**src/hdl/awvn_pkg.sv**
```systemverilog
// ---------------------------------------------------------------------------
// awvn_pkg
// Shared types and constants of the area-weighted vertex normal block.
// ---------------------------------------------------------------------------
package awvn_pkg;

    localparam int INDEX_BITS    = 10;
    localparam int IN_COORD_BITS = 24;
    localparam int SUM_BITS      = 56;
    localparam int Q15_BITS      = 16;
    localparam int NUM_PRODUCTS  = 6;
    localparam int SQRT_STEPS    = 32;
    localparam int DIV_STEPS     = 16;

    typedef enum logic [1:0] {
        CMD_SET_POS     = 2'd0,
        CMD_DISPLACE    = 2'd1,
        CMD_ADD_FACE    = 2'd2,
        CMD_READ_NORMAL = 2'd3
    } cmd_code_t;

    typedef enum logic [1:0] {
        CORNER_A = 2'd0,
        CORNER_B = 2'd1,
        CORNER_C = 2'd2
    } corner_t;

    typedef enum logic [4:0] {
        ST_IDLE,
        ST_DECODE,
        ST_P_RD,
        ST_P_WR,
        ST_F_RA,
        ST_F_RB,
        ST_F_RC,
        ST_F_LC,
        ST_F_DIFF,
        ST_F_MUL,
        ST_F_CROSS,
        ST_F_SRD,
        ST_F_SWR,
        ST_N_RD,
        ST_N_LOAD,
        ST_N_NORM,
        ST_N_SQ,
        ST_N_RINIT,
        ST_N_SQRT,
        ST_N_DINIT,
        ST_N_DIV,
        ST_N_DSTORE,
        ST_N_OUT
    } state_t;

    typedef struct packed {
        logic    capture;
        logic    pos_rd;
        logic    sum_rd;
        corner_t corner;
        logic    pos_latch;
        corner_t latch_corner;
        logic    pos_wr;
        logic    diff_en;
        logic    mul_en;
        logic    cross_en;
        logic    sum_acc_wr;
        logic    norm_load;
        logic    norm_step;
        logic    sq_en;
        logic    sqrt_init;
        logic    sqrt_step;
        logic    div_init;
        logic    div_step;
        logic    div_store;
        logic    out_load;
    } awvn_cmd_t;

    typedef struct packed {
        cmd_code_t cmd;
        logic      a_ok;
        logic      face_ok;
        logic      mul_last;
        logic      norm_done;
        logic      zero;
        logic      sq_last;
        logic      sqrt_last;
        logic      div_last;
        logic      comp_last;
        logic      out_full;
    } awvn_stat_t;

endpackage

```
**src/hdl/awvn_ctrl.sv**
```systemverilog
// ---------------------------------------------------------------------------
// awvn_ctrl
// Sequencer: steps each command one micro-step a cycle; waits on full output.
// ---------------------------------------------------------------------------
module awvn_ctrl import awvn_pkg::*;
(
    input  logic       clk,
    input  logic       rst_n,
    input  logic       s_tvalid,
    output logic       s_tready,
    input  awvn_stat_t stat,
    output awvn_cmd_t  ctl
);

    state_t  state_reg, state_next;
    corner_t corner_reg, corner_next;

    always_ff @(posedge clk or negedge rst_n)
    begin
        if (!rst_n)
        begin
            state_reg  <= ST_IDLE;
            corner_reg <= CORNER_A;
        end
        else
        begin
            state_reg  <= state_next;
            corner_reg <= corner_next;
        end
    end

    always_comb
    begin
        state_next  = state_reg;
        corner_next = corner_reg;
        ctl         = '0;
        s_tready    = 1'b0;
        case (state_reg)
            ST_IDLE:
            begin
                s_tready = 1'b1;
                if (s_tvalid)
                begin
                    ctl.capture = 1'b1;
                    state_next  = ST_DECODE;
                end
            end
            ST_DECODE:
            begin
                case (stat.cmd)
                    CMD_SET_POS, CMD_DISPLACE:
                        state_next = stat.a_ok ? ST_P_RD : ST_IDLE;
                    CMD_ADD_FACE:
                        state_next = stat.face_ok ? ST_F_RA : ST_IDLE;
                    default:
                        state_next = stat.a_ok ? ST_N_RD : ST_N_OUT;
                endcase
            end
            ST_P_RD:
            begin
                ctl.pos_rd = 1'b1;
                ctl.corner = CORNER_A;
                state_next = ST_P_WR;
            end
            ST_P_WR:
            begin
                ctl.pos_wr = 1'b1;
                state_next = ST_IDLE;
            end
            ST_F_RA:
            begin
                ctl.pos_rd = 1'b1;
                ctl.corner = CORNER_A;
                state_next = ST_F_RB;
            end
            ST_F_RB:
            begin
                ctl.pos_rd       = 1'b1;
                ctl.corner       = CORNER_B;
                ctl.pos_latch    = 1'b1;
                ctl.latch_corner = CORNER_A;
                state_next       = ST_F_RC;
            end
            ST_F_RC:
            begin
                ctl.pos_rd       = 1'b1;
                ctl.corner       = CORNER_C;
                ctl.pos_latch    = 1'b1;
                ctl.latch_corner = CORNER_B;
                state_next       = ST_F_LC;
            end
            ST_F_LC:
            begin
                ctl.pos_latch    = 1'b1;
                ctl.latch_corner = CORNER_C;
                state_next       = ST_F_DIFF;
            end
            ST_F_DIFF:
            begin
                ctl.diff_en = 1'b1;
                state_next  = ST_F_MUL;
            end
            ST_F_MUL:
            begin
                ctl.mul_en = 1'b1;
                if (stat.mul_last)
                    state_next = ST_F_CROSS;
            end
            ST_F_CROSS:
            begin
                ctl.cross_en = 1'b1;
                corner_next  = CORNER_A;
                state_next   = ST_F_SRD;
            end
            ST_F_SRD:
            begin
                ctl.sum_rd = 1'b1;
                ctl.corner = corner_reg;
                state_next = ST_F_SWR;
            end
            ST_F_SWR:
            begin
                ctl.sum_acc_wr = 1'b1;
                ctl.corner     = corner_reg;
                case (corner_reg)
                    CORNER_A:
                    begin
                        corner_next = CORNER_B;
                        state_next  = ST_F_SRD;
                    end
                    CORNER_B:
                    begin
                        corner_next = CORNER_C;
                        state_next  = ST_F_SRD;
                    end
                    default:
                        state_next = ST_IDLE;
                endcase
            end
            ST_N_RD:
            begin
                ctl.sum_rd = 1'b1;
                ctl.corner = CORNER_A;
                state_next = ST_N_LOAD;
            end
            ST_N_LOAD:
            begin
                ctl.norm_load = 1'b1;
                state_next    = ST_N_NORM;
            end
            ST_N_NORM:
            begin
                if (stat.zero)
                    state_next = ST_N_OUT;
                else if (stat.norm_done)
                    state_next = ST_N_SQ;
                else
                    ctl.norm_step = 1'b1;
            end
            ST_N_SQ:
            begin
                ctl.sq_en = 1'b1;
                if (stat.sq_last)
                    state_next = ST_N_RINIT;
            end
            ST_N_RINIT:
            begin
                ctl.sqrt_init = 1'b1;
                state_next    = ST_N_SQRT;
            end
            ST_N_SQRT:
            begin
                ctl.sqrt_step = 1'b1;
                if (stat.sqrt_last)
                    state_next = ST_N_DINIT;
            end
            ST_N_DINIT:
            begin
                ctl.div_init = 1'b1;
                state_next   = ST_N_DIV;
            end
            ST_N_DIV:
            begin
                ctl.div_step = 1'b1;
                if (stat.div_last)
                    state_next = ST_N_DSTORE;
            end
            ST_N_DSTORE:
            begin
                ctl.div_store = 1'b1;
                state_next    = stat.comp_last ? ST_N_OUT : ST_N_DINIT;
            end
            ST_N_OUT:
            begin
                if (!stat.out_full)
                begin
                    ctl.out_load = 1'b1;
                    state_next   = ST_IDLE;
                end
            end
            default:
                state_next = ST_IDLE;
        endcase
    end

endmodule

```
**config.mk**
```make
export PLATFORM = sky130hd
export DESIGN_NAME = awvn_ctrl
export DESIGN_NICKNAME = d
export VERILOG_FILES = /design/src/hdl/awvn_pkg.sv /design/src/hdl/awvn_ctrl.sv
export SDC_FILE = /design/constraint.sdc
export NUM_CORES = 1
export LEC_CHECK = 0
export BUFFER_PORTS_ARGS = -buffer_cell sky130_fd_sc_hd__buf_2
export CAP_MARGIN = 20
export CORE_MARGIN = 2
export CORE_UTILIZATION = 40
export CTS_CLUSTER_DIAMETER = 80
export CTS_CLUSTER_SIZE = 40
export DETAILED_ROUTE_END_ITERATION = 8
export GPL_TIMING_DRIVEN = 0
export PLACE_DENSITY_LB_ADDON = 0.12
export SKIP_CTS_REPAIR_TIMING = 1
export SLEW_MARGIN = 0
export SYNTH_ARGS = -nofsm -noshare
export SYNTH_HDL_FRONTEND = slang
export SYNTH_SLANG_ARGS = --single-unit
```
**constraint.sdc**
```tcl
create_clock -name clk -period 1.59 [get_ports clk]
set_input_delay 0.318 -clock clk [delete_from_list [all_inputs] [get_ports clk]]
set_output_delay 0.318 -clock clk [all_outputs]
set_load 0.005 [all_outputs]
```
* After elaboration in Yosys (flattened, before gate mapping)
Cells that the tools add are included.
** Operators by class
- Reductions and logical operators :: 11
- Mux-type cells :: 41
- Equality and inequality tests :: 33
** Operator list (count)
- 5-bit case mux with 22 select lines :: 1
- 5-bit 2-to-1 mux :: 9
- 5-bit by 4-bit equality test with 1-bit output, second input constant :: 8
- 5-bit equality test, second input constant :: 7
- 1-bit 2-to-1 mux :: 22
- 5-bit by 3-bit equality test with 1-bit output, second input constant :: 4
- 2-bit inequality test, second input constant :: 6
- 5-bit by 2-bit equality test with 1-bit output, second input constant :: 2
- 5-bit case mux with 2 select lines :: 1
- 3-bit case mux with 3 select lines :: 1
- 2-bit case mux with 2 select lines :: 2
- 2-bit OR reduction :: 4
- 7-bit AND reduction :: 1
- 3-bit 2-to-1 mux :: 2
- 3-bit inequality test, second input constant :: 2
- 2-bit case mux with 3 select lines :: 1
- 5-bit by 1-bit equality test with 1-bit output, second input constant :: 1
- 5-bit zero test :: 1
- 2-bit by 1-bit equality test with 1-bit output, second input constant :: 2
- 2-bit zero test :: 2
- 4-bit 2-to-1 mux :: 1
- 4-bit OR reduction :: 1
- 2-bit equality test, second input constant :: 1
- 2-bit 2-to-1 mux :: 1
- 2 further kinds :: 2
** Word-level totals
- Output and inout bits :: 23
- Input bits :: 15
- Flip-flop bits (word level) :: 7
- Logic and storage cells :: 87

* Depth between registers and ports, before layout
- Word-level depth :: 4
- Gate-level depth with buffers :: 7
- Gate-level depth less buffers :: 5

* Worst setup path after synthesis
Ideal clock, no wire load.
- Path type :: reg-to-output
- From :: register state_reg[2]
- To :: output ctl[18] in the netlist's numbering
- Path buffers :: 3
- Slack :: -0.098 ns
- Data arrival time :: 1.370 ns
- Stages on the path, launching flop included :: 7
- Path through :: dfrtp_1 > buf_2 > buf_2 > buf_2 > nand3_1 > or2_2 > a21oi_1
** RTL lines
- from (decl) :: RTL line awvn_ctrl.sv:15 : state_t state_reg, state_next;
- from (signal assigned) :: RTL line awvn_ctrl.sv:27 : state_reg <= state_next;
- to (decl) :: RTL line awvn_ctrl.sv:12 : output awvn_cmd_t ctl

==> flow_metrics.py <==
metrics = {
    "run_status": {
        "outcome": "finished, violations left",
        "violations": "setup timing",
    },
    "drt": {
        "viasPerCell": 6.11,
        "drt-total-wl_microns": 3810,
        "ant_nets": 0,
        "drt-initial-drc-count": 52,
        "wl_per_cell_microns": 17.6,
        "drc": 0,
        "firstDrtPassIters": 4,
        "vias": 1325,
    },
    "finish": {
        "fin_area_sq_um": 1650,
        "largest_reg_flops": 5,
        "nNetsFinal": 205,
        "n_antenna_cell": 0,
        "post-route-util_pct": 74.6,
        "fillers": 164,
        "stdcell_count": 217,
        "area_growth_pct": 76.1,
        "drive_gt1_share_pct": 58.2,
    },
    "global_routing": {
        "globalRouteOverflowTotal": 0,
        "grt_max_degree": 11,
        "antenna_found_initial": 0,
        "grtUsageTotal_pct": 23.8,
        "grt_pass1_vias": 992,
        "grt_first_pass_wirelength_microns": 4810,
    },
    "worst_setup_path": {
        "critPathCaptureType": "output pin",
        "critPathBufInv": 3,
        "max_stage_delay_ps": 430,
        "start_kind": "flop",
        "worstSetupPathType": "flop to output pin",
        "cpMaxStageDelayCell": "dfrtp_2",
        "cp.required_ps": 1270,
        "critPathArrivalTime_ps": 1580,
        "crit_path_frequent_cell": "buf_8",
        "critPathMaxFanout": 8,
        "critical-path-top-delay-family": "flip-flops",
        "cp_cell_sequence": "buf_8 -> buf_8 -> mux2_2 -> o32a_1 -> nor2_1 -> buf_2",
    },
    "die": {
        "die_area_sq_um": 2750,
        "rows": 17,
        "die_y_microns": 52.4,
        "core-area_sq_um": 2210,
        "start_util_pct": 42.4,
        "ios": 38,
        "die_w_microns": 52.4,
    },
    "cts": {
        "cts_max_level": 1,
        "clockRootBuffer": "clkbuf_4",
        "cts_tree": "built",
        "cts_buffers": 3,
        "clk_latency_ps": 260,
        "cts.path.max_buffers": 2,
        "cts_sinks": 7,
        "clk_pin_slew_ps": 60,
    },
    "timing": {
        "slew_violations": 0,
        "max_slew_margin_pct": 76.3,
        "post-route-min-period_ps": 1900,
        "rsz0062_at_grt": "true",
        "setup_viol": 26,
        "fin_skew_ps": 6.79,
        "timing.hold.ws_ps": 397,
        "fmax_ghz": 0.526,
        "hold_viol_final": 0,
        "timing.final.ws_setup_ps": -310,
        "fin_crit_sh_pct": 119,
        "tightest_slew_ps": 354,
    },
    "place": {
        "placed_area_sq_um": 1180,
        "globalplace.congestion": 0.908,
        "numPortBuffers": 37,
        "dp.cells": 191,
        "place_hpwl_microns": 2250,
    },
    "power": {
        "power.leakage_nw": 0.735,
        "comb_power_share_pct": 83.5,
        "sw_frac_of_total_pct": 46.4,
        "cellPowerDensity_nw_per_um2": 1870,
        "seq_power_share_pct": 11.1,
        "clockPowerShare_pct": 5.4,
        "intPower_mw": 1.66,
        "irDropWorstVdd_mv": 1.26,
        "switchingPower_mw": 1.43,
        "total_power_mw": 3.09,
    },
    "synthesis": {
        "synth_area_leaders": "dfrtp_1, nand2b_1, buf_2",
        "seq_area_frac_synth_pct": 18.7,
        "synthCells": 126,
        "yosysMostFrequentCell": "nor2_1",
        "synthArstFlopShare_pct": 100,
        "synth_top_area_share_pct": 18.7,
        "syn-cell-area_sq_um": 937,
        "synth_edf_count": 0,
        "yosys-top-cells-count": "nor2_1, buf_2, nand2_1, nand2b_1, nor3_1",
        "syn_nets": 141,
        "ys_dominant_reg_cell": "dfrtp_1",
        "synth_warnings": 0,
        "ys_ff_latch": 7,
        "ys_types": 44,
        "syn_area_per_cell_sq_um": 7.44,
        "synth.largest_area_cell": "dfrtp_1",
    },
    "run": {
        "cap_violations": 0,
    },
    "worst_hold_path": {
        "hold_path_class": "input pin to flop",
    },
}
## stage by stage
step | worst slack, ps | TNS (ps)
3_3_place_gp | -237 | -2290
2_1_floorplan | 4.71 | 0
6_report | -310 | -5190
3_5_place_dp | -239 | -2610
5_1_grt | -386 | -6650
4_1_cts | -523 | -9060
## per-layer routing
| metal | vias to the layer above | GRT usage, % | routed length, microns |
|---|---|---|---|
| li1 | 591 | - | - |
| met1 | 627 | 32.2 | 1470 |
| met2 | 88 | 40.6 | 1850 |
| met3 | 19 | 4.29 | 327 |
| met4 | 0 | 2.56 | 162 |
| met5 | - | 0 | 0 |
## power by group through the flow
stage               sequential, mW  clock (mW)  combinational [mW]
floorplan                    0.311           0                1.18
global placement             0.333           0                1.57
detailed placement           0.334           0                1.60
CTS                          0.332       0.170                1.61
global route                 0.351       0.181                2.73
finish                       0.342       0.168                2.58
## cells by family after synthesis
kind of cell / synth area share, %
simple gates: 45.1
mux: 7.34
compound gates: 21.1
flops: 18.7
buf+inv: 7.74
## tightest hold or removal path, delay by kind of cell
kind / cells / cell delay (ps)
and+or+nand+nor: 1 / 140
AOI/OAI and AO/OA: 1 / 80
buffers and inverters: 1 / 70
## layout by cell type, fill, tap and decap left out, drive strengths merged, types with 2 or more instances in the layout
cell type and count:
nor4 3, nand3b 6, nor3 12, buf 68, clkbuf 6, nor3b 2, a21oi 9, o21ai 4
mux2 2, nand2b 10, dfrtp 7, and3 2, nand3 4, mux2i 2, nor2b 2, nand2 10
or2 2, o32ai 2, a211oi 3, nor2 14
## worst paths after layout
kind | slack, ps | cells past startpoint | from | end
worst max-delay path | -310 | 6 | state_reg[3] | ctl[17]
worst min-delay path | 400 | 3 | stat[8] | state_reg[2]
worst max register to register | -210 | 6 | state_reg[1] | state_reg[1]
worst min register to register | 520 | 1 | corner_reg[0] | corner_reg[0]
max in group asynchronous | 1020 | 2 | rst_n | state_reg[0]
min in group asynchronous | 410 | 2 | rst_n | state_reg[4]
## final cells by class
class | instances | area, sq um | area share [%]
multi-input cells | 105 | 818 | 49.6
repair buffers | 60 | 438 | 26.5
flip-flops and latches | 7 | 178 | 10.8
plain buffers | 12 | 150 | 9.10
well taps | 28 | 35.0 | 2.12
clock buffers | 3 | 22.5 | 1.36
clock inverters | 1 | 5.00 | 0.303
inverters | 1 | 3.75 | 0.227
Note: power is estimated with default switching activity, not from simulation.
